### src/hdl/rhb_pkg.sv
// ----------------------------------------------------------------------------
// rhb_pkg: shared types and constants for the RGB to HSV byte converter
// Widths of the pixel fields and of the divider datapath that runs through
// the row of division cells.
// ----------------------------------------------------------------------------
package rhb_pkg;

	// Pixel channel width.
	localparam int unsigned ChanW = 8;

	// Number of division cells, one per quotient bit.
	localparam int unsigned NumCells = ChanW;

	// Saturation divider: divisor is M (8 bits), remainder stays below M << 8.
	localparam int unsigned SatDivW = ChanW;
	localparam int unsigned SatRemW = SatDivW + NumCells;

	// Hue divider: divisor is 6C (11 bits), remainder stays below 6C << 8.
	localparam int unsigned HueDivW = 11;
	localparam int unsigned HueRemW = HueDivW + NumCells;

	// Data handed from one cell to the next.
	typedef struct packed {
		logic [SatRemW-1:0] sat_rem;
		logic [SatDivW-1:0] sat_div;
		logic [HueRemW-1:0] hue_rem;
		logic [HueDivW-1:0] hue_div;
		logic [ChanW-1:0]   sat_quo;
		logic [ChanW-1:0]   hue_quo;
		logic [ChanW-1:0]   value;
	} rhb_stage_t;

endpackage

### src/hdl/rhb_rgb_if.sv
// ----------------------------------------------------------------------------
// rhb_rgb_if: RGB pixel channel
// Valid/ready channel carrying one 8-bit RGB pixel per beat.
// ----------------------------------------------------------------------------
interface rhb_rgb_if
	import rhb_pkg::*;
();
	logic             valid;
	logic             ready;
	logic [ChanW-1:0] blue;
	logic [ChanW-1:0] green;
	logic [ChanW-1:0] red;

	modport source (output valid, output blue, output green, output red, input ready);
	modport sink (input valid, input blue, input green, input red, output ready);
endinterface

### src/hdl/rhb_hsv_if.sv
// ----------------------------------------------------------------------------
// rhb_hsv_if: HSV pixel channel
// Valid/ready channel carrying one 8-bit HSV pixel per beat.
// ----------------------------------------------------------------------------
interface rhb_hsv_if
	import rhb_pkg::*;
();
	logic             valid;
	logic             ready;
	logic [ChanW-1:0] hue;
	logic [ChanW-1:0] saturation;
	logic [ChanW-1:0] value;

	modport source (output valid, output hue, output saturation, output value, input ready);
	modport sink (input valid, input hue, input saturation, input value, output ready);
endinterface

### src/hdl/rhb_front.sv
// ----------------------------------------------------------------------------
// rhb_front: min/max and dividend preparation stage
// Finds max, min and chroma of the pixel, picks the hue sector and forms the
// scaled dividends and divisors for the division cells.
// ----------------------------------------------------------------------------
module rhb_front
	import rhb_pkg::*;
(
	input  logic        clk,
	input  logic        arst_n,
	rhb_rgb_if.sink     rgb,
	output logic        dn_valid,
	output rhb_stage_t  dn_data,
	input  logic        dn_ready
);

	logic [ChanW-1:0]   mx;
	logic [ChanW-1:0]   mn;
	logic [ChanW-1:0]   chroma;
	logic [HueDivW-1:0] c_w;
	logic [HueDivW-1:0] den;
	logic [HueDivW-1:0] num;
	logic               gray;
	rhb_stage_t         nxt;
	logic               valid_q;
	rhb_stage_t         data_q;

	// Largest and smallest channel and the chroma between them.
	always_comb begin
		mx = (rgb.red > rgb.green) ? rgb.red : rgb.green;
		mx = (mx > rgb.blue) ? mx : rgb.blue;
		mn = (rgb.red < rgb.green) ? rgb.red : rgb.green;
		mn = (mn < rgb.blue) ? mn : rgb.blue;
		chroma = mx - mn;
		gray = (chroma == '0);
		c_w = {{(HueDivW-ChanW){1'b0}}, chroma};
		den = (c_w << 2) + (c_w << 1);
	end

	// Hue numerator with blue taking priority over green, green over red.
	always_comb begin
		priority if (mx == rgb.blue) begin
			num = (c_w << 2) + {{(HueDivW-ChanW){1'b0}}, rgb.red}
				- {{(HueDivW-ChanW){1'b0}}, rgb.green};
		end else if (mx == rgb.green) begin
			num = (c_w << 1) + {{(HueDivW-ChanW){1'b0}}, rgb.blue}
				- {{(HueDivW-ChanW){1'b0}}, rgb.red};
		end else if (rgb.green >= rgb.blue) begin
			num = {{(HueDivW-ChanW){1'b0}}, rgb.green - rgb.blue};
		end else begin
			num = {{(HueDivW-ChanW){1'b0}}, rgb.green} + den
				- {{(HueDivW-ChanW){1'b0}}, rgb.blue};
		end
	end

	// Dividends are 255 times the numerators; a gray pixel divides zero by one.
	always_comb begin
		nxt.value   = mx;
		nxt.sat_quo = '0;
		nxt.hue_quo = '0;
		if (gray) begin
			nxt.sat_rem = '0;
			nxt.sat_div = SatDivW'(1);
			nxt.hue_rem = '0;
			nxt.hue_div = HueDivW'(1);
		end else begin
			nxt.sat_rem = ({{(SatRemW-ChanW){1'b0}}, chroma} << 8)
				- {{(SatRemW-ChanW){1'b0}}, chroma};
			nxt.sat_div = mx;
			nxt.hue_rem = ({{(HueRemW-HueDivW){1'b0}}, num} << 8)
				- {{(HueRemW-HueDivW){1'b0}}, num};
			nxt.hue_div = den;
		end
	end

	assign rgb.ready = !valid_q || dn_ready;

	// Stage valid flag.
	always_ff @(posedge clk or negedge arst_n) begin
		if (!arst_n) begin
			valid_q <= 1'b0;
		end else if (rgb.ready) begin
			valid_q <= rgb.valid;
		end
	end

	// Stage payload.
	always_ff @(posedge clk) begin
		if (rgb.ready && rgb.valid) begin
			data_q <= nxt;
		end
	end

	assign dn_valid = valid_q;
	assign dn_data  = data_q;

endmodule

### src/hdl/rhb_div_cell.sv
// ----------------------------------------------------------------------------
// rhb_div_cell: one restoring division step for saturation and hue
// Each cell settles one quotient bit of both divisions and hands the shifted
// remainders on to its neighbor.
// ----------------------------------------------------------------------------
module rhb_div_cell
	import rhb_pkg::*;
(
	input  logic        clk,
	input  logic        arst_n,
	input  logic        up_valid,
	input  rhb_stage_t  up_data,
	output logic        up_ready,
	output logic        dn_valid,
	output rhb_stage_t  dn_data,
	input  logic        dn_ready
);

	logic [SatRemW-1:0] sat_trial;
	logic [HueRemW-1:0] hue_trial;
	logic [SatRemW-1:0] sat_left;
	logic [HueRemW-1:0] hue_left;
	logic               sat_bit;
	logic               hue_bit;
	rhb_stage_t         nxt;
	logic               valid_q;
	rhb_stage_t         data_q;

	// Compare against the divisor at the top quotient position, subtract,
	// then shift the remainder up for the next cell.
	always_comb begin
		sat_trial = {{(SatRemW-SatDivW){1'b0}}, up_data.sat_div} << (NumCells - 1);
		hue_trial = {{(HueRemW-HueDivW){1'b0}}, up_data.hue_div} << (NumCells - 1);
		sat_bit   = (up_data.sat_rem >= sat_trial);
		hue_bit   = (up_data.hue_rem >= hue_trial);
		sat_left  = sat_bit ? (up_data.sat_rem - sat_trial) : up_data.sat_rem;
		hue_left  = hue_bit ? (up_data.hue_rem - hue_trial) : up_data.hue_rem;
		nxt         = up_data;
		nxt.sat_rem = sat_left << 1;
		nxt.hue_rem = hue_left << 1;
		nxt.sat_quo = {up_data.sat_quo[ChanW-2:0], sat_bit};
		nxt.hue_quo = {up_data.hue_quo[ChanW-2:0], hue_bit};
	end

	assign up_ready = !valid_q || dn_ready;

	// Cell valid flag.
	always_ff @(posedge clk or negedge arst_n) begin
		if (!arst_n) begin
			valid_q <= 1'b0;
		end else if (up_ready) begin
			valid_q <= up_valid;
		end
	end

	// Cell payload.
	always_ff @(posedge clk) begin
		if (up_ready && up_valid) begin
			data_q <= nxt;
		end
	end

	assign dn_valid = valid_q;
	assign dn_data  = data_q;

endmodule

### src/hdl/rgb_to_hsv_byte_unit.sv
// An accepted input beat passes through the front stage register and then each
// division cell register in turn. Throughput: one pixel per cycle while the output is ready; each stage
// holds one pixel and moves on whenever the stage after it is empty or advancing.
// The front stage plus a row of 8 division cells, one quotient bit per cell.
// Reset empties every stage; payload registers are not reset.
// ----------------------------------------------------------------------------
// rgb_to_hsv_byte_unit: 8-bit RGB to 8-bit HSV converter
// Front stage prepares dividends, a chain of division cells produces the
// saturation and hue quotients, and the last cell drives the output channel.
// ----------------------------------------------------------------------------
module rgb_to_hsv_byte_unit
	import rhb_pkg::*;
(
	input  logic    clk,
	input  logic    arst_n,
	rhb_rgb_if.sink rgb,
	rhb_hsv_if.source hsv
);

	logic       link_valid [NumCells+1];
	rhb_stage_t link_data  [NumCells+1];
	logic       link_ready [NumCells+1];

	// Min/max and dividend stage.
	rhb_front u_front (
		.clk      (clk),
		.arst_n   (arst_n),
		.rgb      (rgb),
		.dn_valid (link_valid[0]),
		.dn_data  (link_data[0]),
		.dn_ready (link_ready[0])
	);

	// Row of division cells.
	for (genvar k = 0; k < NumCells; k++) begin : g_cell
		rhb_div_cell u_cell (
			.clk      (clk),
			.arst_n   (arst_n),
			.up_valid (link_valid[k]),
			.up_data  (link_data[k]),
			.up_ready (link_ready[k]),
			.dn_valid (link_valid[k+1]),
			.dn_data  (link_data[k+1]),
			.dn_ready (link_ready[k+1])
		);
	end

	// The last cell register is the output register.
	assign hsv.valid            = link_valid[NumCells];
	assign hsv.hue              = link_data[NumCells].hue_quo;
	assign hsv.saturation       = link_data[NumCells].sat_quo;
	assign hsv.value            = link_data[NumCells].value;
	assign link_ready[NumCells] = hsv.ready;

endmodule
### src/flat_wrapper.sv
// flat-port wrapper written by rule: the top's interface ports become plain ports
module rgb_to_hsv_byte_unit_flat import rhb_pkg::*;
  (clk, arst_n, rgb_valid, rgb_blue, rgb_green, rgb_red, rgb_ready, hsv_valid, hsv_hue, hsv_saturation, hsv_value, hsv_ready);
  rhb_rgb_if rgb_i ();
  rhb_hsv_if hsv_i ();
  input  logic clk;
  input  logic arst_n;
  input wire logic [$bits(rgb_i.valid)-1:0] rgb_valid;
  input wire logic [$bits(rgb_i.blue)-1:0] rgb_blue;
  input wire logic [$bits(rgb_i.green)-1:0] rgb_green;
  input wire logic [$bits(rgb_i.red)-1:0] rgb_red;
  output wire logic [$bits(rgb_i.ready)-1:0] rgb_ready;
  output wire logic [$bits(hsv_i.valid)-1:0] hsv_valid;
  output wire logic [$bits(hsv_i.hue)-1:0] hsv_hue;
  output wire logic [$bits(hsv_i.saturation)-1:0] hsv_saturation;
  output wire logic [$bits(hsv_i.value)-1:0] hsv_value;
  input wire logic [$bits(hsv_i.ready)-1:0] hsv_ready;
  assign rgb_i.valid = rgb_valid;
  assign rgb_i.blue = rgb_blue;
  assign rgb_i.green = rgb_green;
  assign rgb_i.red = rgb_red;
  assign rgb_ready = rgb_i.ready;
  assign hsv_valid = hsv_i.valid;
  assign hsv_hue = hsv_i.hue;
  assign hsv_saturation = hsv_i.saturation;
  assign hsv_value = hsv_i.value;
  assign hsv_i.ready = hsv_ready;
  rgb_to_hsv_byte_unit u_core (.clk(clk), .arst_n(arst_n), .rgb(rgb_i), .hsv(hsv_i));
endmodule
### config.mk
export PLATFORM = sky130hd
export DESIGN_NAME = rgb_to_hsv_byte_unit_flat
export DESIGN_NICKNAME = d
export VERILOG_FILES = /design/src/hdl/rhb_pkg.sv /design/src/hdl/rhb_rgb_if.sv /design/src/hdl/rhb_hsv_if.sv /design/src/hdl/rhb_front.sv /design/src/hdl/rhb_div_cell.sv /design/src/hdl/rgb_to_hsv_byte_unit.sv /design/src/flat_wrapper.sv
export SDC_FILE = /design/constraint.sdc
export NUM_CORES = 1
export LEC_CHECK = 0
export BUFFER_PORTS_ARGS = -buffer_cell sky130_fd_sc_hd__buf_2
export CORE_UTILIZATION = 64
export CTS_CLUSTER_DIAMETER = 200
export DETAILED_ROUTE_END_ITERATION = 8
export PLACE_DENSITY = 0.82
export SLEW_MARGIN = 20
export SYNTH_ARGS = -nofsm -noshare
export SYNTH_HDL_FRONTEND = slang
export SYNTH_SLANG_ARGS = --single-unit
### constraint.sdc
create_clock -name clk -period 5.1 [get_ports clk]
set_clock_uncertainty 0.1 [all_clocks]
set_input_delay 0 -clock clk [delete_from_list [all_inputs] [get_ports clk]]
set_output_delay 0 -clock clk [all_outputs]
set_load 0.01 [all_outputs]
---- Word-level counts from Yosys, hierarchy flattened ----
Cells that the tools add are included.
Widths: inputs -> output; s select.
word-level totals
  output and inout port bits .............. 26
  register bits ........................... 571
  logic and storage cells ................. 175
  input bits .............................. 28
operators by class
  add/subtract/negate cells ............... 25
  equality and inequality tests ........... 2
  order comparisons ....................... 21
  reduce and logical (&&, ||, !) cells .... 28
  mux-type cells .......................... 21
operator list
  kind               number
  $ge 19x18->1       8
  $ge 16x15->1       8
  $mux 18            7
  $sub 18x18->18     7
  $mux 15            7
  $sub 15x15->15     7
  $mux 11            3
  $mux 8             4
  $sub 11x8->11      2
  $sub 19x11->19     1
  $eq 8x8->1         2
  $gt 8x8->1         2
  $lt 8x8->1         2
  $sub 16x8->16      1
  $sub 8x8->8        2
  $add 10x8->11      1
  $add 10x9->11      1
  $add 8x11->11      1
  $sub 10x8->11      1
  $add 9x8->10       1
  $logic_and 1x1->1  9
  $logic_not 1->1    9
  $logic_or 1x1->1   9
  $ge 8x8->1         1
  $logic_not 8->1    1

---- Depth between registers and ports, before layout ----
Gate-level depths: netlist of the first run.
  depth after elaboration ................. 12
  mapped depth ............................ 50
  mapped depth without buffers ............ 46

---- Modules after synthesis ----
Synthesis of the first run repeated with hierarchy kept, for this count alone.
unflattened totals
  cells, all modules ...................... 2832
  area total of the unflattened synthesis .. 37080.6 um^2
modules (own cells, without submodules)
  module        area an instance (um^2)  cells each  times used  seq. area each (um^2)
  rhb_div_cell  3729.8                   256         8           2307.2
  rhb_front     7241.9                   784         1           1826.8

---- Worst setup path after synthesis of the first run ----
Ideal clock, no wire load.
  path type ............................... input -> register
  start point ............................. input port rgb_red[0]
  end point ............................... register u_core.u_front.data_q (netlist bit u_core.u_front.dn_data[53]), data pin
  setup slack ............................. -4.284 ns
  arrival ................................. 9.127 ns
  library setup time ...................... 0.157 ns
  stages .................................. 43
  cell sequence ........................... inv_1 ha_1 fa_1 nand3b_1 a21o_2 a21oi_2 mux2i_1 inv_1 ha_1 nor2b_1 o211ai_1 a211oi_1 nor2_1 clkbuf_1 nor2_1 a21oi_1 inv_1 ha_1 [... 7 more ...] a311o_1 and2_1 xnor2_1 fa_1 inv_1 ha_1 a21oi_1 o21bai_1 a21oi_1 xnor2_1 xnor3_1 a21oi_1 ha_1 or4_1 nor3_1 nor3_1 a211o_1 nor3_1
between the ends
  longest elaborated chain between the ends .. 12
ends and longest elaborated chain
  item                      line                RTL
  start, declared           flat_wrapper.sv:11  input wire logic [$bits(rgb_i.red)-1:0] rgb_red;
  $gt 8x8->1                rhb_front.sv:30     mx = (rgb.red > rgb.green) ? rgb.red : rgb.green;
  $mux 8 *                  rhb_front.sv:30
  $gt 8x8->1                rhb_front.sv:31     mx = (mx > rgb.blue) ? mx : rgb.blue;
  $mux 8 *                  rhb_front.sv:31
  via u_core.u_front.mx[1]  rhb_front.sv:17     logic [ChanW-1:0] mx;
  $sub 8x8->8               rhb_front.sv:34     chroma = mx - mn;
  $add 10x9->11             rhb_front.sv:37     den = (c_w << 2) + (c_w << 1);
  $add 8x11->11             rhb_front.sv:51     num = {{(HueDivW-ChanW){1'b0}}, rgb.green} + den
  $sub 11x8->11             rhb_front.sv:52     - {{(HueDivW-ChanW){1'b0}}, rgb.blue};
  $mux 11                   rhb_front.sv:48     end else if (rgb.green >= rgb.blue) begin
  $mux 11                   rhb_front.sv:45     end else if (mx == rgb.green) begin
  $mux 11                   rhb_front.sv:42     priority if (mx == rgb.blue) begin
  $sub 19x11->19            rhb_front.sv:71     - {{(HueRemW-HueDivW){1'b0}}, num};
  end signal, assigned      rhb_front.sv:90     data_q <= nxt;
  end, declared             rhb_front.sv:26     rhb_stage_t data_q;
The timed path passes the listed nets; every way through them passes the cells marked *.
A chain may end at the register's enable or synchronous reset.

---- Worst setup path in the final report of the first run ----
  start point ............................. input port rgb_red[0]
  end point ............................... register u_core.u_front.data_q (netlist bit u_core.u_front.dn_data[49]), data pin
between the ends
  longest elaborated chain between the ends .. 12
ends and longest elaborated chain
  item                                      line
  $gt 8x8->1 or $lt 8x8->1 (tied branches)  rhb_front.sv:30, rhb_front.sv:32
  $mux 8, on equally long branches          rhb_front.sv:30, rhb_front.sv:32
  $gt 8x8->1 or $lt 8x8->1 (tied branches)  rhb_front.sv:31, rhb_front.sv:33
  $mux 8, on equally long branches          rhb_front.sv:31, rhb_front.sv:33
  $sub 8x8->8                               rhb_front.sv:34
  $add 10x9->11                             rhb_front.sv:37
  $add 8x11->11                             rhb_front.sv:51
  $sub 11x8->11                             rhb_front.sv:52
  $mux 11                                   rhb_front.sv:48
  $mux 11                                   rhb_front.sv:45
  $mux 11                                   rhb_front.sv:42
  $sub 19x11->19                            rhb_front.sv:71
Several ways; a longest one is shown, not always the timed one.

==> metrics.yaml, run 1 <==
outcome:
  status: "complete, but fails checks"
  violations: "negative setup slack"
grt:
  grt_max_degree: 62
  grt_pass1_wl_mm: 107
  overflow: 0
  gr-usage-all-layers_pct: 30.4
  grt_pass1_vias: 21574
  antenna_found_initial: 0
final_layout:
  synthToLayoutAreaGrowth_pct: 23.8
  fillers: 2249
  seqCellArea_mm2: 0.0154
  antennaDiodeCount: 0
  multiInputGateArea_mm2: 0.0129
  drive_gt1_share_pct: 24.4
  stdcell_count: 3479
  layout.nets: 3160
timing:
  setup_viol: 52
  maxSlewHeadroom_pct: 35.1
  max_freq_mhz: 122
  rsz0062_at_grt: "yes"
  setup_ws_ns: -3.10
  hold_violations: 0
  drv_slew: 0
  fin_crit_ns: 8.20
  worst_slew_pin_slew_ns: 0.971
  period_share_pct: 161
drt:
  drt_iter0_drc: 1583
  routed_wl_mm: 71.4
  vias_per_cell: 6.01
  wire_per_inst_um: 20.5
  dr_total_vias: 20915
  ant_nets: 0
  drc_errors: 0
  first_pass_iters: 8
place:
  hpwlAfterDp_mm: 48.7
  io_buffers: 53
  dpl.cell_count: 3326
  gp_congestion: 0.983
die:
  pin_count: 54
  dieArea_mm2: 0.0452
  start_util_pct: 65.3
  die_x_um: 213
  die_h_um: 213
  fp-row-count: 76
  coreArea_mm2: 0.0435
setup_path:
  critPathCapture: "u_core.u_front.dn_data[49]"
  cp-start-kind: "input pin"
  rrSetupSlack_ns: 1.05
  critical_path_required_ns: 5.30
  r2r_cells: 14
  critPathCaptureType: "flip-flop"
  crit_fanout: 7
  worstPathArrival_ns: 8.40
  worst-setup-path-type: "in -> reg"
  critPathLaunch: "rgb_red[0]"
  r2r-end: "u_core.g_cell[4].u_cell.dn_data[74]"
  slowest_stage: "fa_1"
  slowest_delay_ns: 0.54
  regToRegStartpoint: "u_core.g_cell[3].u_cell.dn_data[55]"
clocking:
  cts-root-buf: "clkbuf_16"
  h-tree-depth: 2
  cts_buffers: 48
  tritoncts: "built"
  clk_path_buf_depth: 3
  clkSinkCount: 514
  clk_pin_slew_worst_paths_ns: 0.06
  insertion_delay_ns: 0.56
yosys:
  synth_area_per_cell_um2: 11.7
  synth_enable_flop_cells: 505
  synth_cells: 2432
  synth_nets: 2735
  synth-async-reset-ratio_pct: 1.75
  synth-seq-area-share_pct: 54.2
  ys_ff_latch: 514
  synth_area_mm2: 0.0284
  synthFlopType: "edfxtp_1"
  yosys_warnings: 0
  ys_types: 79
flow_run:
  maxCapViolations: 0
min_path:
  hp-class: "in -> reg"
  holdCritStartpoint: "rgb_blue[1]"
-- metal layers --
metal	track usage (%)	vias to the layer above	wire length [um]
li1	-	9556	-
met1	31.8	10124	24900
met2	58.0	908	38000
met3	3.81	327	3600
met4	18.1	0	4790
met5	0	-	0
-- layout by cell type, fill, tap and decap left out, types with 11 or more instances in the layout --
| cell | netlist | routed |
|---|---|---|
| inv_2 | 2 | 17 |
| buf_6 | 2 | 37 |
| mux2i_1 | 24 | 18 |
| nand2_1 | 137 | 134 |
| and2_1 | 19 | 11 |
| o31ai_1 | 22 | 21 |
| a21oi_2 | 3 | 13 |
| buf_2 | 2 | 51 |
| clkbuf_1 | 31 | 12 |
| nor2_4 | 0 | 16 |
| a21o_1 | 59 | 59 |
| nor3_1 | 23 | 17 |
| xnor2_2 | 0 | 12 |
| fa_1 | 41 | 38 |
| nor2b_1 | 62 | 56 |
| ha_1 | 234 | 211 |
| inv_1 | 307 | 288 |
| a21oi_1 | 149 | 132 |
| o21ai_2 | 0 | 11 |
| o21ai_1 | 6 | 14 |
| xor2_1 | 44 | 40 |
| o21bai_1 | 15 | 14 |
| mux2_2 | 14 | 14 |
| nand3_1 | 21 | 20 |
| nand2b_1 | 55 | 52 |
| nor2_2 | 1 | 16 |
| ha_4 | 0 | 20 |
| clkbuf_16 | 0 | 52 |
| o21ai_0 | 162 | 142 |
| buf_4 | 0 | 310 |
| nor2_1 | 166 | 135 |
| nand4_1 | 32 | 32 |
| edfxtp_1 | 505 | 505 |
| xnor2_1 | 104 | 89 |
-- worst min-delay path by stage --
stage                                       end  cells after the start
6_report             u_core.u_front.dn_data[55]                      5
5_1_grt              u_core.u_front.dn_data[55]                      5
4_1_cts               u_core.u_front.dn_data[4]                      5
3_5_place_dp            u_core.u_front.dn_valid                      1
3_3_place_gp            u_core.u_front.dn_valid                      1
2_1_floorplan  u_core.g_cell[0].u_cell.dn_valid                      0
-- cell usage after synthesis (8+ instances only) --
| cell type | count | area share (%) |
|---|---|---|
| edfxtp_1 | 505 | 53 |
| inv_1 | 307 | 4.1 |
| ha_1 | 234 | 10 |
| nor2_1 | 166 | 2.2 |
| o21ai_0 | 162 | 2.9 |
| a21oi_1 | 149 | 2.6 |
| nand2_1 | 137 | 1.8 |
| xnor2_1 | 104 | 3.2 |
| nor2b_1 | 62 | 1.4 |
| a21o_1 | 59 | 1.6 |
| nand2b_1 | 55 | 1.2 |
| xor2_1 | 44 | 1.4 |
| fa_1 | 41 | 2.9 |
| nand4_1 | 32 | 0.71 |
| clkbuf_1 | 31 | 0.41 |
| mux2i_1 | 24 | 0.85 |
| nor3_1 | 23 | 0.41 |
| o31ai_1 | 22 | 0.58 |
| nand3_1 | 21 | 0.37 |
| and2_1 | 19 | 0.42 |
| o21bai_1 | 15 | 0.40 |
| a211oi_1 | 14 | 0.37 |
| mux2_2 | 14 | 0.56 |
| or2_2 | 11 | 0.24 |
| dfrtp_1 | 9 | 0.79 |
| o21a_1 | 9 | 0.24 |
| a31oi_1 | 8 | 0.18 |
-- area by class of cell --
cell class                 instances  area share (%)
clock buffer                      66            3.81
clock inverter                    21           0.890
inverter                         309            3.35
multi-input combinational       1569            36.8
sequential                       514            43.8
tap                              585            2.08
timing repair buffer             415            9.34
-- per-stage QoR --
| stage | area (um^2) | utilization (%) | hold WS (ns) | TNS, ns | worst slack (ns) |
|---|---|---|---|---|---|
| after floorplan | 28800 | - | -0.396 | -65.97 | -3.42 |
| after global placement | 31900 | 73.4 | -0.237 | -84.52 | -3.38 |
| after detailed placement | 31900 | 73.4 | -0.224 | -95.79 | -3.64 |
| after CTS | 34400 | 79.1 | 0.00810 | -45.97 | -2.75 |
| after global routing | 35200 | 80.9 | 0.0238 | -67.50 | -3.45 |
| final | 35200 | 80.9 | 0.0135 | -56.40 | -3.10 |
-- state kept, by name (all words and copies together) (netlist names) --
signal,count
u_core.u_front.dn_valid,1
u_core.u_front.dn_data,60
u_core.g_cell.u_cell.dn_valid,8
u_core.g_cell.u_cell.dn_data,445
-- kinds of logic after synthesis --
family / Yosys count / synth area share [%]
compound gates: 527 / 11.6
xor+xnor: 149 / 4.64
fa+ha+maj: 276 / 13.2
buf+inv: 349 / 4.68
flops: 514 / 54.2
mux: 38 / 1.40
simple gates: 579 / 10.2
-- worst max-delay path, delay by kind of cell --
family	cells	cell delay (ns)
muxes	2	0.51
and+or+nand+nor	9	1.08
adders and majority gates	9	2.74
buffers and inverters	12	0.99
xor gates and xnor gates	4	0.75
AOI/OAI and AO/OA	11	2.29
-- timing repair --
action	in CTS	in global routing
buffers inserted	31	30
pin swaps	62	54
hold buffers	5	0
gates resized for setup	106	120
cloned	1	3
hold endpoints to repair	14	0
setup endpoints to repair	52	52
Power of run 1 is left out: the tool's default activity adds up to more than one toggle a clock period on the data nets, which glitch-free logic cannot reach.
==> inputs of run 2 (changes only) <==
--- a/config.mk
+++ b/config.mk
@@ -5,10 +5,12 @@
 export SDC_FILE = /design/constraint.sdc
 export NUM_CORES = 1
 export LEC_CHECK = 0
+export ABC_AREA = 1
 export BUFFER_PORTS_ARGS = -buffer_cell sky130_fd_sc_hd__buf_2
 export CORE_UTILIZATION = 64
 export CTS_CLUSTER_DIAMETER = 200
 export DETAILED_ROUTE_END_ITERATION = 8
+export MAX_ROUTING_LAYER = met4
 export PLACE_DENSITY = 0.82
 export SLEW_MARGIN = 20
 export SYNTH_ARGS = -nofsm -noshare
==> metrics.yaml, run 2 <==
yosys:
  synth_area_mm2: 0.0280
  ys_ff_latch: 514
  synthFlopType: "edfxtp_1"
  synth_top_area_share_pct: 54.1
  synth_most_common_cell: "edfxtp_1"
  synth_cells: 2620
  synth-async-reset-ratio_pct: 1.75
  synth_enable_flop_cells: 505
  yosysTopAreaCell: "edfxtp_1"
  synth_nets: 2923
  synth-seq-area-share_pct: 54.9
  synth_area_per_cell_um2: 10.7
  synthTopCellsByCount: "edfxtp_1 (505), inv_1 (415), nand2_1 (347), a21oi_1 (246), ha_1 (234)"
  yosys-top-cells-area: "edfxtp_1 (54%), ha_1 (10%), inv_1 (5.6%)"
  yosys_warnings: 0
  ys_types: 68
grt:
  grt_pass1_wl_mm: 104
  overflow: 0
  grt_max_degree: 61
  gr-usage-all-layers_pct: 30.7
  grt_pass1_vias: 21009
  antenna_found_initial: 0
outcome:
  violations: "negative setup slack"
  status: "complete, but fails checks"
final_layout:
  largest_reg_flops: 445
  drive_gt1_share_pct: 23.3
  most-common-layout-cells: "edfxtp_1 (505), inv_1 (388), nand2_1 (302), buf_4 (299), a21oi_1 (231)"
  layout.nets: 3326
  synthToLayoutAreaGrowth_pct: 21.9
  final_common_cell: "edfxtp_1"
  antennaDiodeCount: 0
drt:
  vias_per_cell: 5.68
  routed_wl_mm: 67.9
  dr_total_vias: 20733
  wire_per_inst_um: 18.6
  drt_iter0_drc: 1723
  drc_errors: 0
  ant_nets: 0
  first_pass_iters: 7
place:
  io_buffers: 53
  hpwlAfterDp_mm: 45.8
  gp_congestion: 0.965
flow_run:
  maxCapViolations: 0
setup_path:
  worstPathArrival_ns: 7.71
  cp-start-kind: "input pin"
  slowest_stage: "fa_1"
  slowest_delay_ns: 0.49
  path_common_cell: "nor2_4"
  worst-setup-path-type: "in -> reg"
  crit_fanout: 8
  critPathCaptureType: "flip-flop"
  critical_path_required_ns: 5.33
timing:
  setup-tns-final_ns: -33.07
  maxSlewHeadroom_pct: 42.4
  setup_ws_ns: -2.38
  hold_violations: 0
  drv_slew: 0
  hold_slack_ns: 0.0305
  period_share_pct: 147
  rsz0062_at_grt: "yes"
  fin_crit_ns: 7.48
  setup_viol: 18
  worst_slew_pin_slew_ns: 0.842
  max_freq_mhz: 134
die:
  coreArea_mm2: 0.0432
  fp-row-count: 76
  start_util_pct: 65.0
  pin_count: 54
  dieArea_mm2: 0.0447
  die_x_um: 211
  die_h_um: 211
clocking:
  h-tree-depth: 2
  tritoncts: "built"
  clk_path_buf_depth: 3
  insertion_delay_ns: 0.57
  cts_buffers: 48
  cts-root-buf: "clkbuf_16"
  clkSinkCount: 514
  clk_pin_slew_worst_paths_ns: 0.06
min_path:
  hp-class: "in -> reg"
==> run 2: cell types whose count changed in the layout (fill, tap and decap cells not counted), moves of 37 or more <==
cell,previous run,this run
nand2_1,134,302
inv_1,288,388
a21oi_1,132,231
nor2_1,135,212
nor2b_1,56,0
a21o_1,59,4
nand2b_1,52,0
nand2_2,1,51
o21ai_0,142,94
nand3_1,20,62
xnor2_1,89,51
xor2_1,40,77
==> run 2: layer usage <==
metal / up-vias / GRT usage (%) / share of wire, %
met5: - / - / 0
met4: 0 / 16.3 / 5.9
met3: 309 / 3.35 / 4.5
met2: 862 / 57.2 / 54
met1: 9811 / 31.6 / 36
li1: 9751 / - / -
==> run 2: cell type report <==
class	instances	area (um^2)
timing repair buffer	383	2900
multi-input combinational	1643	12000
clock inverter	33	295
sequential	514	15400
clock buffer	56	1250
tap	585	732
inverter	433	1640
fill	2473	9000
==> run 2: worst paths after layout <==
check	start	end	slack [ns]	cells past startpoint
max	rgb_green[7]	u_core.u_front.dn_data[52]	-2.38	54
min	rgb_blue[3]	u_core.u_front.dn_data[3]	0.03	5
max reg2reg	u_core.g_cell[7].u_cell.dn_valid	u_core.u_front.dn_data[46]	1.53	20
min reg2reg	u_core.g_cell[2].u_cell.dn_data[2]	u_core.g_cell[3].u_cell.dn_data[2]	0.30	0
max in group asynchronous	arst_n	u_core.g_cell[0].u_cell.dn_valid	4.14	3
min in group asynchronous	arst_n	u_core.g_cell[7].u_cell.dn_valid	0.40	3
==> run 2: worst max-delay path, delay by kind of cell <==
family / cells / cell delay [ns]
simple gates: 24 / 2.29
xor+xnor: 2 / 0.50
buf+inv: 12 / 1.28
compound gates: 9 / 1.25
fa+ha+maj: 7 / 2.34
==> run 2: metrics by stage <==
stage | setup WS [ns] | area [um^2] | util, % | cells
detailed placement | -2.89 | 31200 | 72.2 | 3484
CTS | -2.06 | 33500 | 77.6 | 3629
global placement | -2.68 | 31200 | 72.2 | 3484
global route | -2.77 | 34200 | 79.2 | 3647
finish | -2.38 | 34200 | 79.2 | 3647
floorplan | -2.42 | 28300 | - | 2620
==> run 2: cell families after synthesis <==
group	Yosys count	share of synthesized area, %
flip-flops	514	54.9
AND/OR/NAND/NOR	767	11.8
XOR/XNOR	136	4.25
AO/OA/AOI/OAI	459	9.25
adder cells (fa/ha/maj)	275	13.4
buffers and inverters	465	6.33
multiplexers	4	0.156
==> run 2: timing repair <==
item / CTS / global route
resized for setup: 86 / 117
buffers inserted: 53 / 18
endpoints found under the setup margin: 17 / 49
hold buffers: 4 / 0
gates cloned: 2 / 0
pin swaps: 72 / 82
endpoints found under the hold margin: 13 / 0
Power of run 2 is left out for the same reason.
